**config.mk**
```make
export PLATFORM = sky130hd
export DESIGN_NAME = osss_front
export DESIGN_NICKNAME = d
export VERILOG_FILES = /design/src/sv/osss_pkg.sv /design/src/sv/osss_front.sv
export SDC_FILE = /design/constraint.sdc
export NUM_CORES = 1
export LEC_CHECK = 0
export ABC_AREA = 1
export BUFFER_PORTS_ARGS = -buffer_cell sky130_fd_sc_hd__buf_4
export CAP_MARGIN = 15
export CORE_MARGIN = 2
export CORE_UTILIZATION = 45
export DETAILED_ROUTE_END_ITERATION = 10
export PLACE_DENSITY = 0.71
export SLEW_MARGIN = 10
export SYNTH_ARGS = -nofsm -noshare
export SYNTH_HDL_FRONTEND = slang
export SYNTH_SLANG_ARGS = --single-unit
```
**constraint.sdc**
```tcl
create_clock -name clk -period 8.9 [get_ports clk]
set_input_delay 0.89 -clock clk [delete_from_list [all_inputs] [get_ports clk]]
set_output_delay 0.89 -clock clk [all_outputs]
set_load 0.05 [all_outputs]
```
**src/sv/osss_pkg.sv**
```systemverilog
// ----------------------------------------------------------------------------
// osss_pkg
// Shared types, constants and bit functions of the scrambled Sobol sampler.
// ----------------------------------------------------------------------------
package osss_pkg;

  localparam int MID_DEPTH_DEF = 4;
  localparam int OUT_DEPTH_DEF = 8;
  localparam int BACK_STAGES   = 5;
  localparam int LANES         = 2;

  localparam logic [31:0] C_HASH_X   = 32'd73856093;
  localparam logic [31:0] C_HASH_Y   = 32'd19349663;
  localparam logic [31:0] C_HASH_DIM = 32'd83492791;
  localparam logic [31:0] C_HASH_MIX = 32'h045d9f3b;
  localparam logic [31:0] C_SCR0     = 32'h3d20adea;
  localparam logic [31:0] C_SCR1     = 32'h05526c56;
  localparam logic [31:0] C_SCR2     = 32'h53a22864;

  typedef struct packed {
    logic [15:0] pixel_x;
    logic [15:0] pixel_y;
    logic [30:0] seq_index;
  } in_item_t;

  typedef struct packed {
    logic [31:0] sample_x;
    logic [31:0] sample_y;
  } out_item_t;

  // front to back: bit-reversed raw points and the two hash products
  typedef struct packed {
    logic [31:0] vx;
    logic [31:0] vy;
    logic [31:0] hx;
    logic [31:0] hy;
  } mid_item_t;

  function automatic logic [31:0] bitrev32(input logic [31:0] v);
    logic [31:0] r;
    for (int k = 0; k < 32; k++) begin
      r[k] = v[31-k];
    end
    return r;
  endfunction

  // second dimension: direction words follow the x+1 polynomial
  function automatic logic [31:0] sobol_dim1(input logic [31:0] gray);
    logic [31:0] word;
    logic [31:0] acc;
    word = 32'h80000000;
    acc  = '0;
    for (int k = 0; k < 32; k++) begin
      if (gray[k]) begin
        acc = acc ^ word;
      end
      word = word ^ (word >> 1);
    end
    return acc;
  endfunction

endpackage

```
**src/sv/osss_front.sv**
```systemverilog
// ----------------------------------------------------------------------------
// osss_front
// Input stage: Gray code, raw Sobol points in reversed bit order, and the
// per-pixel hash products. One register stage in front of the middle queue.
// ----------------------------------------------------------------------------
module osss_front (
  input  logic                clk,
  input  logic                rst_n,
  input  logic                push,
  output logic                full,
  input  osss_pkg::in_item_t  in_data,
  input  logic                mid_full,
  output logic                mid_push,
  output osss_pkg::mid_item_t mid_data
);

  logic                fv_r, fv_nxt;
  osss_pkg::mid_item_t fd_r, fd_nxt;
  logic                accept;
  logic [31:0]         gray;

  assign full     = fv_r && mid_full;
  assign accept   = push && !full;
  assign mid_push = fv_r && !mid_full;
  assign mid_data = fd_r;

  always_comb begin
    gray = {1'b0, in_data.seq_index ^ (in_data.seq_index >> 1)};
    // x dimension is a plain bit reversal, so its reversed raw point is gray
    fd_nxt.vx = gray;
    fd_nxt.vy = osss_pkg::bitrev32(osss_pkg::sobol_dim1(gray));
    fd_nxt.hx = 32'({16'd0, in_data.pixel_x} * osss_pkg::C_HASH_X);
    fd_nxt.hy = 32'({16'd0, in_data.pixel_y} * osss_pkg::C_HASH_Y);
    fv_nxt = fv_r;
    if (accept) begin
      fv_nxt = 1'b1;
    end else if (mid_push) begin
      fv_nxt = 1'b0;
    end
  end

  always_ff @(posedge clk) begin
    if (!rst_n) begin
      fv_r <= 1'b0;
    end else begin
      fv_r <= fv_nxt;
    end
  end

  always_ff @(posedge clk) begin
    if (accept) begin
      fd_r <= fd_nxt;
    end
  end

endmodule

```
### Word-level counts from Yosys, hierarchy flattened

Cells that the tools add are included.

| word-level totals | value |
|---|---|
| register bits after elaboration | 128 |
| bits of input ports | 67 |
| output and inout bits | 130 |
| word-level logic and storage cells | 77 |

| cells by class | value |
|---|---|
| $mul | 2 |
| mux-type cells | 33 |
| bitwise gates (word level) | 31 |
| reduce and logical (&&, ||, !) cells | 6 |

Operators by type and width:

| cell | count |
|---|---|
| $mux W32 | 31 |
| $not A16 Y16 | 5 |
| $not A8 Y8 | 10 |
| $not A4 Y4 | 10 |
| $mul A16 B25 Y32 const B | 1 |
| $mul A16 B27 Y32 const B | 1 |
| $xor A31 B30 Y31 | 1 |
| $not A2 Y2 | 5 |
| $logic_and A1 B1 Y1 | 3 |
| $logic_not A1 Y1 | 2 |
| $mux W1 | 2 |
| $reduce_bool A2 Y1 | 1 |

### Depth between registers and ports, before layout

| depth | value |
|---|---|
| word-level depth | 62 |
| depth in mapped cells | 24 |
| mapped depth without buffers | 24 |

### Least setup slack after synthesis

No wires, ideal clock.

| path | value |
|---|---|
| kind | input to register |
| start | in mid_full |
| end | reg fd_r (netlist bit mid_data[0]), enable pin |
| library setup time | 613 ps |
| arrival | 6488 ps |
| required time | 8287 ps |
| slack | 1799 ps |
| cell stages on the path | 3 |
| path buffers | 0 |
| path through | nand2_1 inv_1 nor2_1 |

| between the ends | value |
|---|---|
| word-level cells in the longest chain between the ends | 3 |

RTL lines:

| item | RTL line | source |
|---|---|---|
| from (decl) | osss_front.sv:12 | `input logic mid_full,` |
| $logic_and A1 B1 Y1 | osss_front.sv:22 | `assign full = fv_r && mid_full;` |
| via full | osss_front.sv:10 | `output logic full,` |
| $logic_not A1 Y1 | osss_front.sv:23 | `assign accept = push && !full;` |
| $logic_and A1 B1 Y1 | osss_front.sv:23 |  |
| via accept | osss_front.sv:19 | `logic accept;` |
| to (signal assigned) | osss_front.sv:52 | `fd_r <= fd_nxt;` |
| to (decl) | osss_front.sv:18 | `osss_pkg::mid_item_t fd_r, fd_nxt;` |

The timed path passes the listed nets, and every way through them passes these cells.
A chain may end at the register's enable or synchronous reset.

==> out/metrics.yaml <==
outcome:
  status: "complete, no violations"
timing:
  fin_worst_skew_ns: 0.0115
  slew_viol_final: 0
  tns_ns: 0
  tightest_slew_ns: 0.921
  fin_hold_ws_ns: 0.488
  fin_crit_ns: 5.48
  fin_crit_sh_pct: 61.6
  finalHoldViolCount: 0
  max_slew_margin_pct: 38.6
  fmax_mhz: 183
  rsz0062_at_grt: "false"
  setup_viol_count_final: 0
clock_tree:
  cts.clk_slew.worst_paths_ns: 0.06
  holdBufCountCts: 0
  htree_levels: 4
  clock-sinks: 127
  cts-buffers-inserted: 17
  worstSkewPairLatency_ns: 0.44
  cts_root_buf: "clkbuf_16"
  cts_resized: 0
  cts_tree: "yes"
  clk_path_buf_depth: 2
  cts_setup_buffers: 0
critical_path:
  cpLargestDelayFamily: "adder cells"
  crit_path_max_fanout: 6
  timing.rr.start: "fv_r$_SDFFE_PN0P_"
  ff2ff_path_depth: 5
  critPathKind: "primary input to flop"
  cp_data_required_time_ns: 9.09
  rr_endpoint: "mid_data[120]$_DFFE_PP_"
  regToRegSetupSlack_ns: 6.52
  crit_buf_inv: 6
  crit_arrival_ns: 5.67
  worstSetupStartpointType: "primary input"
  critPathMostFrequentCell: "fa_1"
  endpoint_kind: "flop"
  critPathSlowestCell: "fa_1"
  worstPathCellList: "buf_4 -> inv_1 -> fa_1 -> inv_1 -> fa_1 -> fa_1 -> inv_1 -> fa_1 -> fa_1 -> inv_1 -> fa_1 -> ha_1 -> nand2_1 -> nor2_1 -> nand2_1 -> nor2_1 -> nand2_1 -> nand3_1 -> inv_1 -> nand2_1 -> nand2_1"
  max_stage_delay_ns: 0.60
detailed_routing:
  wl_per_cell_um: 16.7
  drcViolationCount: 0
  firstDrtPassIters: 6
  antenna_left: 0
  vias: 13654
  vias_per_cell: 4.96
  totalWireLength_um: 45900
  drt-initial-drc-count: 809
global_route:
  track_usage_pct: 23.2
  grt_overflow: 0
  antenna_found_initial: 0
  grt_pass1_wl_um: 73600
  grt_start_max_net_pins: 67
  first_global_vias: 14011
floorplan:
  fp.dieW_um: 202
  die_y_um: 202
  core_um2: 38700
  placementRows: 72
  pin_count: 197
  start_util_pct: 45.6
  die-area_um2: 40900
place:
  dp_hpwl_um: 39900
  port_buffers: 194
  finalWeightedCongestion: 0.987
synthesis:
  synth_largest_area_cell: "fa_1"
  yosys_most_used_dff: "edfxtp_1"
  seq_area_frac_synth_pct: 21.5
  syn_area_per_cell_um2: 8.76
  netlist_area_um2: 17700
  synthTopCellsByArea: "fa_1 (25%), edfxtp_1 (21%), ha_1 (18%)"
  yosys_register_bits: 127
  synthesis.instances: 2017
  async_flop_share_pct: 0
  synth_top_area_share_pct: 25.4
  synth_edf_count: 126
  synthDistinctLibCells: 33
  ys_warn_count: 0
cells_and_area:
  diodes: 0
  fin_nets: 2769
  post_route_cells_drive_above_1_share_pct: 10.8
  final_common_cell: "inv_1"
  final_cell_mix: "inv_1 (510), nand2_1 (487), ha_1 (257)"
  synthToLayoutAreaGrowth_pct: 14.9
hold_path:
  hold_depth: 2
  hold_path_end: "fv_r$_SDFFE_PN0P_"
  min_from: "fv_r$_SDFFE_PN0P_"
  hold_path.class: "flop to flop"
job:
  maxCapViolCount: 0
[logic make-up (layout without fill, tap and decap cells)]
group           Yosys count  after routing  share of synthesized area [%]
compound gates           99             99                           2.99
xor+xnor                 92             92                           4.65
fa+ha+maj               481            481                           43.6
buf+inv                 525            741                           11.3
flops                   127            127                           21.5
other cells               1              2                         0.0212
simple gates            692            692                           16.0
[through the flow]
step	area, µm²	utilization, %	cells	setup slack [ns]
finish	20300	52.4	2752	3.42
detailed placement	19700	50.9	2720	2.99
global placement	19700	50.9	2720	3.05
CTS	20300	52.4	2752	3.45
floorplan	17700	-	2018	1.80
global route	20300	52.4	2752	3.13
[worst register-to-register path, stage by stage, from the launching register on]
cell,delay (ns)
dfxtp_1,0.30
nand2_1,0.06
inv_1,0.07
nor2_4,0.07
buf_4,0.70
buf_4,0.75
[worst max-delay path by stage]
stage	start	endpoint	slack, ns	depth (start not counted)
5_1_grt	in_data[44]	mid_data[22]$_DFFE_PP_	3.13	19
4_1_cts	in_data[44]	mid_data[22]$_DFFE_PP_	3.45	19
3_5_place_dp	in_data[44]	mid_data[22]$_DFFE_PP_	2.99	19
2_1_floorplan	mid_full	mid_data[0]$_DFFE_PP_	1.80	3
3_3_place_gp	in_data[44]	mid_data[19]$_DFFE_PP_	3.05	18
6_report	in_data[44]	mid_data[31]$_DFFE_PP_	3.42	21
[synthesized netlist by cell type (25+ instances only)]
library cell / instances
xor2_1: 62
ha_1: 257
nor2_1: 79
inv_1: 510
o21ai_0: 27
nand4_1: 25
nand2_1: 487
edfxtp_1: 126
a21oi_1: 59
nand3_1: 78
fa_1: 224
xnor2_1: 28
[final cells by class]
class / instances / area (µm²)
clock buffer: 19 / 433
clock inverter: 13 / 140
fill: 3510 / 18400
inverter: 513 / 1930
multi-input combinational: 1366 / 11900
sequential: 127 / 3800
tap: 518 / 648
timing repair buffer: 196 / 1470
[per-layer routing]
metal	global-route usage (%)	vias to the layer above	wire, µm
met5	0	-	0
met4	7.59	0	1210
met3	2.84	69	2610
met2	38.4	470	21300
met1	31.9	6508	20800
li1	-	6607	-
[sequential cells by signal, indices dropped and copies added, names as in the netlist]
signal	flops
mid_data	126
fv_r	1
Power is left out: the tool's default activity adds up to more than one toggle a clock period on the data nets, which glitch-free logic cannot reach.
