==> src/sv/osss_fifo.sv <==
// ----------------------------------------------------------------------------
// osss_fifo
// Small register queue with push/pop handshake and combinational head.
// ----------------------------------------------------------------------------
module osss_fifo #(
  parameter int WIDTH = 32,
  parameter int DEPTH = 4
) (
  input  logic             clk,
  input  logic             rst_n,
  input  logic             push,
  input  logic [WIDTH-1:0] wdata,
  input  logic             pop,
  output logic             full,
  output logic             empty,
  output logic [WIDTH-1:0] rdata
);

  localparam int PW = (DEPTH > 1) ? $clog2(DEPTH) : 1;
  localparam int CW = $clog2(DEPTH + 1);

  logic [WIDTH-1:0] mem_r [DEPTH];
  logic [PW-1:0]    wr_ptr_r, wr_ptr_nxt;
  logic [PW-1:0]    rd_ptr_r, rd_ptr_nxt;
  logic [CW-1:0]    cnt_r, cnt_nxt;
  logic             do_push, do_pop;

  assign full    = (cnt_r == CW'(DEPTH));
  assign empty   = (cnt_r == '0);
  assign rdata   = mem_r[rd_ptr_r];
  assign do_push = push && !full;
  assign do_pop  = pop && !empty;

  always_comb begin
    wr_ptr_nxt = wr_ptr_r;
    rd_ptr_nxt = rd_ptr_r;
    cnt_nxt    = cnt_r;
    if (do_push) begin
      wr_ptr_nxt = (wr_ptr_r == PW'(DEPTH - 1)) ? '0 : wr_ptr_r + PW'(1);
    end
    if (do_pop) begin
      rd_ptr_nxt = (rd_ptr_r == PW'(DEPTH - 1)) ? '0 : rd_ptr_r + PW'(1);
    end
    if (do_push && !do_pop) begin
      cnt_nxt = cnt_r + CW'(1);
    end else if (do_pop && !do_push) begin
      cnt_nxt = cnt_r - CW'(1);
    end
  end

  always_ff @(posedge clk) begin
    if (!rst_n) begin
      wr_ptr_r <= '0;
      rd_ptr_r <= '0;
      cnt_r    <= '0;
    end else begin
      wr_ptr_r <= wr_ptr_nxt;
      rd_ptr_r <= rd_ptr_nxt;
      cnt_r    <= cnt_nxt;
    end
  end

  always_ff @(posedge clk) begin
    if (do_push) begin
      mem_r[wr_ptr_r] <= wdata;
    end
  end

endmodule

==> config.mk <==
export PLATFORM = sky130hd
export DESIGN_NAME = osss_fifo
export DESIGN_NICKNAME = d
export VERILOG_FILES = /design/src/sv/osss_fifo.sv
export SDC_FILE = /design/constraint.sdc
export NUM_CORES = 1
export LEC_CHECK = 0
export BUFFER_PORTS_ARGS = -buffer_cell sky130_fd_sc_hd__clkbuf_2
export CAP_MARGIN = 40
export CELL_PAD_IN_SITES_DETAIL_PLACEMENT = 0
export CELL_PAD_IN_SITES_GLOBAL_PLACEMENT = 1
export CORE_ASPECT_RATIO = 1.5
export CORE_MARGIN = 3
export CORE_UTILIZATION = 48
export DETAILED_ROUTE_END_ITERATION = 10
export GPL_TIMING_DRIVEN = 0
export MAX_ROUTING_LAYER = met4
export PLACE_DENSITY_LB_ADDON = 0.1
export SYNTH_ARGS = -nofsm -noshare
export SYNTH_HDL_FRONTEND = slang
export SYNTH_SLANG_ARGS = --single-unit
==> constraint.sdc <==
create_clock -name clk -period 3.1 [get_ports clk]
set_input_delay 0.62 -clock clk [delete_from_list [all_inputs] [get_ports clk]]
set_output_delay 0.62 -clock clk [all_outputs]
set_load 0.03 [all_outputs]
* Word level (Yosys, flattened, before mapping)
Memories as Yosys holds them, arrays and structs flattened. A register that Yosys moved wholly into a read port is not among the register bits. Cells that the tools add are included.
Storage, ports and cells: memory bits (writable) 128, input port bits 36, register bits 7, memories 1
Cells by class: mux-type cells 8, equality and inequality tests 3, $add $sub $neg 4, reductions and logical operators 10
Memories:
- mem_r | depth 4, bits a word 32, rd ports 1, clocked after memory_dff 1, write ports 1, line 22 | logic [WIDTH-1:0] mem_r [DEPTH];
Operators by type and width (number):
- $mux 2 | 4
- $mux 3 | 2
- $add 2x1->2 const B | 2
- $eq 2x2->1 const B | 2
- $logic_and 1x1->1 | 4
- $logic_not 1->1 | 4
- $add 3x1->3 const B | 1
- $eq 3x3->1 const B | 1
- $logic_not 3->1 | 1
- $sub 3x1->3 const B | 1
- $mux 1 | 2
- $reduce_bool 2->1 | 1

* Logic depth before layout (Yosys ltp)
Gate-level depths: netlist (run 1).
word-level depth 7, gate-level depth with buffers 9, mapped depth without buffers 8

* Worst setup path before layout (run 1)
Ideal clock, no wire load.
path type input-to-reg, from input push, to register cnt_r[2], path buffers 1, slack 961 ps, data required time 3024 ps, arrival 2063 ps, cell stages on the path 8, cell sequence nor2b_1 buf_2 ha_1 inv_1 fa_1 xor2_1 or3_1 a21boi_0
On the way: word-level cells in the longest chain between the ends 4
RTL lines:
- from (decl) | line 11 | input logic push,
- $logic_and 1x1->1 (*) | line 31 | assign do_push = push && !full;
- via do_push | line 26 | logic do_push, do_pop;
- $logic_not 1->1 | line 46 | end else if (do_pop && !do_push) begin
- $logic_and 1x1->1 | line 46
- $reduce_bool 2->1 (no source line)
- to (signal assigned) | line 59 | cnt_r <= cnt_nxt;
- to (decl) | line 25 | logic [CW-1:0] cnt_r, cnt_nxt;
Mark *: on every way through the listed nets, which the timed path passes. The rest lies on a longest branch. A chain may end at the register's enable or synchronous reset.

* Worst setup path after layout (run 1)
from register cnt_r[1], to register cnt_r[2]
On the way: word-level cells in the longest chain between the ends 6
RTL lines:
- parallel branches: the longest is 6 deep, another holds $sub 3x1->3
Parallel ways; which one is timed is not known. The select of a mux whose other input is x is not followed.

==> flow_metrics.env, run 1 <==
export IMPL_outcome="finished, final reports clean"
export IMPL_num_vias=2392
export IMPL_hpwlAfterDp_um=5550
export IMPL_grt_usage_pct=15.9
export IMPL_ys_ff_latch=137
export IMPL_clock_path_buffers=2
export IMPL_reg2reg_from="cnt_r[1]"
export IMPL_ctsHtreeMaxLevel=4
export IMPL_whs_path_depth=1
export IMPL_slew_viol_final=0
export IMPL_syn_avg_cell_area_um2=23.6
export IMPL_drtIter0Drc=95
export IMPL_gp_congestion=0.722
export IMPL_vias_per_cell=5.17
export IMPL_r2r_end="cnt_r[2]"
export IMPL_multi_input_area_um2=1010
export IMPL_areaGrowthSynthToFinish_pct=23.9
export IMPL_cts_hold_buf=0
export IMPL_p_per_area_nw_per_um2=921
export IMPL_cts_resized=0
export IMPL_met2_usage_pct=26.0
export IMPL_slew_headroom_pct=57.2
export IMPL_ys_seq_area_share_pct=78.3
export IMPL_antenna_found_initial=0
export IMPL_regArea_um2=4020
export IMPL_wl_per_cell_um=18.3
export IMPL_drt_wl_total_um=8480
export IMPL_maxCapViolations=0
export IMPL_cp_data_arrival_time_ps=2740
export IMPL_die_w_um=90.5
export IMPL_crit_type="reg2reg"
export IMPL_tightestPinTransition_ps=637
export IMPL_cts_tree="done"
export IMPL_rsz0062_at_grt="false"
export IMPL_hold_viol=0
export IMPL_setup_ws_ps=690
export IMPL_cts_sinks=137
export IMPL_worstHoldPathType="in2reg"
export IMPL_num_rows=45
export IMPL_cts_clk_slew_worst_paths_ps=60
export IMPL_mostFrequentLayoutCells="edfxtp_1 (128), clkbuf_2 (69), mux4_2 (30)"
export IMPL_coreArea_um2=10300
export IMPL_timing_critical_path_fanout_max=5
export IMPL_grt_max_degree=29
export IMPL_synth_cell_types=25
export IMPL_peakVddDrop_mv=0.637
export IMPL_fin_nets=353
export IMPL_die_area_um2=12000
export IMPL_fillers=750
export IMPL_ios=70
export IMPL_yosysTopAreaCell="edfxtp_1"
export IMPL_regToRegSetupSlack_ps=690
export IMPL_busiest_layer="met2"
export IMPL_io_buffer_count=69
export IMPL_endpoint_kind="flip-flop"
export IMPL_use_met3_pct=5.92
export IMPL_endpoint="cnt_r[2]"
export IMPL_reg2reg_depth=7
export IMPL_grtUsageMet1_pct=17.7
export IMPL_critPathLaunch="cnt_r[1]"
export IMPL_required_ps=3430
export IMPL_drive_above_1_share_pct=44.7
export IMPL_firstDrtPassIters=6
export IMPL_cp_start_kind="flip-flop"
export IMPL_syn_area_um2=5140
export IMPL_netlist_instances=218
export IMPL_clock_skew_ps=5.52
export IMPL_antenna_cells=0
export IMPL_overflow=0
export IMPL_start_util_pct=49.9
export IMPL_postRouteAntennaNets=0
export IMPL_place_ws_ps=626
export IMPL_die_height_um=133
export IMPL_setup_viol=0
export IMPL_p_leak_uw=0.00223
export IMPL_grt_pass1_wl_um=13600
export IMPL_cts_root_buf="clkbuf_16"
export IMPL_setup_tns_final_ps=0
export IMPL_cts_buffers=17
export IMPL_postCtsSetupBuffers=0
export IMPL_route_detailed_drc=0
export IMPL_final_common_cell="edfxtp_1"
export IMPL_grt_pass1_vias=2587
export IMPL_max_clock_freq_ghz=0.415
export IMPL_synth_top_cell_area_share_pct=74.8
export IMPL_yosysWarnings=0
export IMPL_period_share_pct=77.7
export IMPL_fin_crit_ps=2410
export IMPL_clk_latency_ps=400
export IMPL_syn_nets=261
export IMPL_netlist_top_cells_area="edfxtp_1 (75%), mux4_2 (13%), dfxtp_1 (3.5%), ha_1 (1.5%), buf_12 (1.2%)"
[state kept, by name (all words and copies together) (netlist names), named ones only]
register	cells
mem_r	128
cnt_r	3
rd_ptr_r	2
wr_ptr_r	2
[worst min path at each step]
stage | start | end
2_1_floorplan | wr_ptr_r[1] | wr_ptr_r[1]
3_3_place_gp | wr_ptr_r[1] | wr_ptr_r[1]
3_5_place_dp | wr_ptr_r[1] | wr_ptr_r[1]
4_1_cts | wdata[0] | mem_r[2][0]
5_1_grt | wdata[0] | mem_r[3][0]
6_report | wdata[0] | mem_r[3][0]
[area by class of cell]
| type | count | area share, % |
|---|---|---|
| plain buffers | 9 | 1.49 |
| repair buffers | 73 | 6.92 |
| multi-input cells | 69 | 15.9 |
| clock inverters | 14 | 2.83 |
| clock buffers | 17 | 6.68 |
| flip-flops and latches | 137 | 63.2 |
| well taps | 141 | 2.77 |
| inverters | 3 | 0.177 |
[cell families after synthesis]
logic type      share of synthesized area (%)
xor+xnor                                0.341
mux                                      14.8
fa+ha+maj                                1.85
simple gates                             2.09
buf+inv                                  2.07
compound gates                          0.584
flops                                    78.3
[report_power, final]
part,switching [uW],internal [uW],leakage [uW]
clock,703,1330,0.000284
sequential,70.7,2260,0.00125
combinational,891,614,0.000697
total,1670,4200,0.00223
[per-stage QoR]
| stage | total power, uW | utilization, % | hold WS (ps) | cells | area [um2] |
|---|---|---|---|---|---|
| CTS | 5940 | 61.8 | 411 | 463 | 6370 |
| floorplan | 3470 | - | 468 | 218 | 5140 |
| detailed placement | 3910 | 55.9 | 504 | 432 | 5760 |
| global route | 6100 | 61.8 | 417 | 463 | 6370 |
| global placement | 3850 | 54.9 | 494 | 428 | 5660 |
| finish | 5860 | 61.8 | 427 | 463 | 6370 |
[synth_stat cells]
master / number
nand2_1: 6
buf_12: 3
mux4_1: 2
dfxtp_1: 9
fa_1: 1
and2_1: 5
clkbuf_1: 1
o21ai_0: 3
edfxtp_1: 128
buf_2: 4
buf_6: 1
a21boi_0: 1
inv_1: 3
nand3_1: 2
ha_1: 6
nor2b_1: 2
xnor2_1: 1
or3_1: 1
nor3b_2: 1
mux4_2: 30
mux2i_1: 3
xor2_1: 1
o31ai_1: 1
nor2_1: 2
nor3_1: 1
[worst max-delay path: stages, from the launching register on]
cell,delay (ps)
dfxtp_1,370
o31ai_1,600
ha_1,300
inv_1,60
fa_1,380
xor2_1,180
or3_1,300
a21boi_0,150
[metal layers]
metal | up-vias | share of wire, %
met4 | 0 | 1.5
met3 | 11 | 5.6
met2 | 80 | 53
met1 | 1213 | 40
li1 | 1088 | -
met5 | - | 0
(Power assumes the default switching activity.)
==> run 2, diff against run 1 <==
Settings changed: ABC_AREA from default to 1, CORE_UTILIZATION 48 to 47.
Clock period 3.1 ns to 2.3 ns, I/O delays scaled along.
==> flow_metrics.env, run 2 <==
export IMPL_outcome="finished, final reports clean"
export IMPL_worstHoldPathType="in2reg"
export IMPL_grt_max_degree=20
export IMPL_synth_top_cell_area_share_pct=72.9
export IMPL_cts_clk_slew_worst_paths_ps=60
export IMPL_vias_per_cell=5.18
export IMPL_final_common_cell="edfxtp_1"
export IMPL_synth_cell_types=20
export IMPL_areaGrowthSynthToFinish_pct=24.1
export IMPL_cp_data_arrival_time_ps=1700
export IMPL_clk_latency_ps=410
export IMPL_grt_pass1_wl_um=17300
export IMPL_fin_crit_ps=2160
export IMPL_synth_edf_count=128
export IMPL_largestRegisters="mem_r: 128 flops, cnt_r: 3 flops"
export IMPL_drt_wl_total_um=11000
export IMPL_syn_area_um2=5280
export IMPL_rsz0062_at_grt="false"
export IMPL_coreArea_um2=10800
export IMPL_syn_avg_cell_area_um2=13.8
export IMPL_peakVddDrop_mv=0.854
export IMPL_ys_ff_latch=137
export IMPL_cts_root_buf="clkbuf_16"
export IMPL_overflow=0
export IMPL_slew_headroom_pct=55.9
export IMPL_tightestPinTransition_ps=660
export IMPL_drtIter0Drc=141
export IMPL_hold_start="wdata[5]"
export IMPL_ios=70
export IMPL_cp_start_kind="flip-flop"
export IMPL_yosysWarnings=0
export IMPL_mostFrequentLayoutCells="edfxtp_1 (128), nor2_1 (77), clkbuf_2 (70)"
export IMPL_postCtsSetupBuffers=0
export IMPL_clock_path_buffers=2
export IMPL_worst_hold_path_endpoint="mem_r[1][5]"
export IMPL_required_ps=1840
export IMPL_cts_hold_buf=0
export IMPL_yosysTopAreaCell="edfxtp_1"
export IMPL_place_ws_ps=171
export IMPL_clock_skew_ps=7.67
export IMPL_num_rows=46
export IMPL_reg2reg_from="cnt_r[1]"
export IMPL_fin_nets=516
export IMPL_cts_tree="done"
export IMPL_die_height_um=136
export IMPL_max_clock_freq_ghz=0.462
export IMPL_endpoint_kind="output pin"
export IMPL_netlist_instances=381
export IMPL_r2r_end="cnt_r[1]"
export IMPL_hold_viol=0
export IMPL_p_per_area_nw_per_um2=1310
export IMPL_firstDrtPassIters=4
export IMPL_setup_ws_ps=136
export IMPL_die_w_um=92.5
export IMPL_regMostFlops="mem_r"
export IMPL_ys_seq_area_share_pct=76.3
export IMPL_postRouteAntennaNets=0
export IMPL_hpwlAfterDp_um=6960
export IMPL_gp_congestion=0.741
export IMPL_crit_type="reg2out"
export IMPL_antenna_cells=0
export IMPL_drive_above_1_share_pct=26.5
export IMPL_dp_cells=598
export IMPL_wl_per_cell_um=17.4
export IMPL_regToRegSetupSlack_ps=330
export IMPL_largest_reg_flops=128
export IMPL_maxCapViolations=0
export IMPL_p_leak_uw=0.00244
export IMPL_cts_sinks=137
export IMPL_slew_viol_final=0
export IMPL_async_flop_share_pct=0
export IMPL_fillers=871
export IMPL_synthFlopType="edfxtp_1"
export IMPL_reg2reg_depth=9
export IMPL_cts_buffers=17
export IMPL_period_share_pct=94.1
export IMPL_start_util_pct=49.0
export IMPL_antenna_found_initial=0
export IMPL_ctsHtreeMaxLevel=4
export IMPL_synth_commonest_cells="edfxtp_1 (128), nor2_1 (81), o21ai_0 (38)"
export IMPL_num_vias=3265
export IMPL_route_detailed_drc=0
export IMPL_netlist_top_cells_area="edfxtp_1 (73%), nor2_1 (5.8%), o22ai_1 (3.8%), o21ai_0 (3.6%), dfxtp_1 (3.4%)"
export IMPL_whs_path_depth=1
export IMPL_instances_no_fill=630
export IMPL_grt_usage_pct=19.3
export IMPL_grt_pass1_vias=3311
export IMPL_timing_critical_path_fanout_max=10
export IMPL_syn_nets=424
export IMPL_die_area_um2=12600
export IMPL_setup_viol=0
export IMPL_io_buffer_count=69
export IMPL_post_synth_top_count_cell="edfxtp_1"
## run 2: cell types whose count changed after synthesis, sizes merged, moves of 5 or more
| cell | change |
|---|---|
| and2 | -5 |
| mux4 | -32 |
| nand2 | +9 |
| o22ai | +32 |
| inv | +16 |
| nor2 | +79 |
| buf | +10 |
| o21ai | +63 |
## run 2: final cells by class
cell class	count	area, um2	area share (%)
multi-input combinational	206	1050	16.0
timing repair buffer	73	455	6.96
clock inverter	15	176	2.69
clock buffer	17	425	6.50
inverter	19	78.8	1.20
sequential	137	4020	61.5
buffer	19	159	2.43
tap	144	180	2.75
## run 2: how the worst max path moves through the flow
| stage | to | slack [ps] |
|---|---|---|
| detailed placement | cnt_r[1] | 170 |
| global placement | mem_r[0][30] | -1450 |
| CTS | rdata[17] | 60 |
| global route | rdata[11] | 10 |
| floorplan | mem_r[0][0] | -150 |
| finish | rdata[11] | 140 |
## run 2: logic make-up after synthesis
family	after synthesis	share of synthesized area (%)
flip-flops	137	76.3
AO/OA/AOI/OAI	100	10.2
adder cells (fa/ha/maj)	7	1.80
AND/OR/NAND/NOR	99	7.19
buffers and inverters	38	4.48
## run 2: where the power goes
| group | internal, uW | total (uW) | switching, uW | leakage [uW] |
|---|---|---|---|---|
| sequential | 3050 | 3140 | 97.2 | 0.00125 |
| combinational | 810 | 2690 | 1880 | 0.000903 |
| clock | 1710 | 2720 | 1020 | 0.000293 |
| total | 5560 | 8560 | 2990 | 0.00244 |
## run 2: timing repair
item                       4_1_cts  5_1_grt
hold endpoints to repair         0        0
setup endpoints to repair        0        7
resized for setup                0        3
## run 2: through the flow
step	area, um2	util (%)	hold slack, ps	total power [uW]	TNS [ps]
2_1_floorplan	5280	-	480	5020	-19610
3_3_place_gp	5800	53.9	507	5820	-175460
3_5_place_dp	5940	55.2	508	5920	0
4_1_cts	6540	60.8	247	8650	0
5_1_grt	6550	60.8	249	9010	0
6_report	6550	60.8	264	8560	0
## run 2: metal layers
metal	wire length, um	share of wire (%)	global-route usage, %	vias up
li1	-	-	-	1590
met5	0	0	-	-
met4	174	1.6	7.85	0
met1	4460	41	22.6	1593
met3	509	4.6	4.95	12
met2	5810	53	31.9	70
## run 2: critical path: stages (launching register included)
cell,delay (ps)
dfxtp_1,360
inv_2,100
buf_2,240
o21ai_0,120
o22ai_1,220
clkbuf_2,260
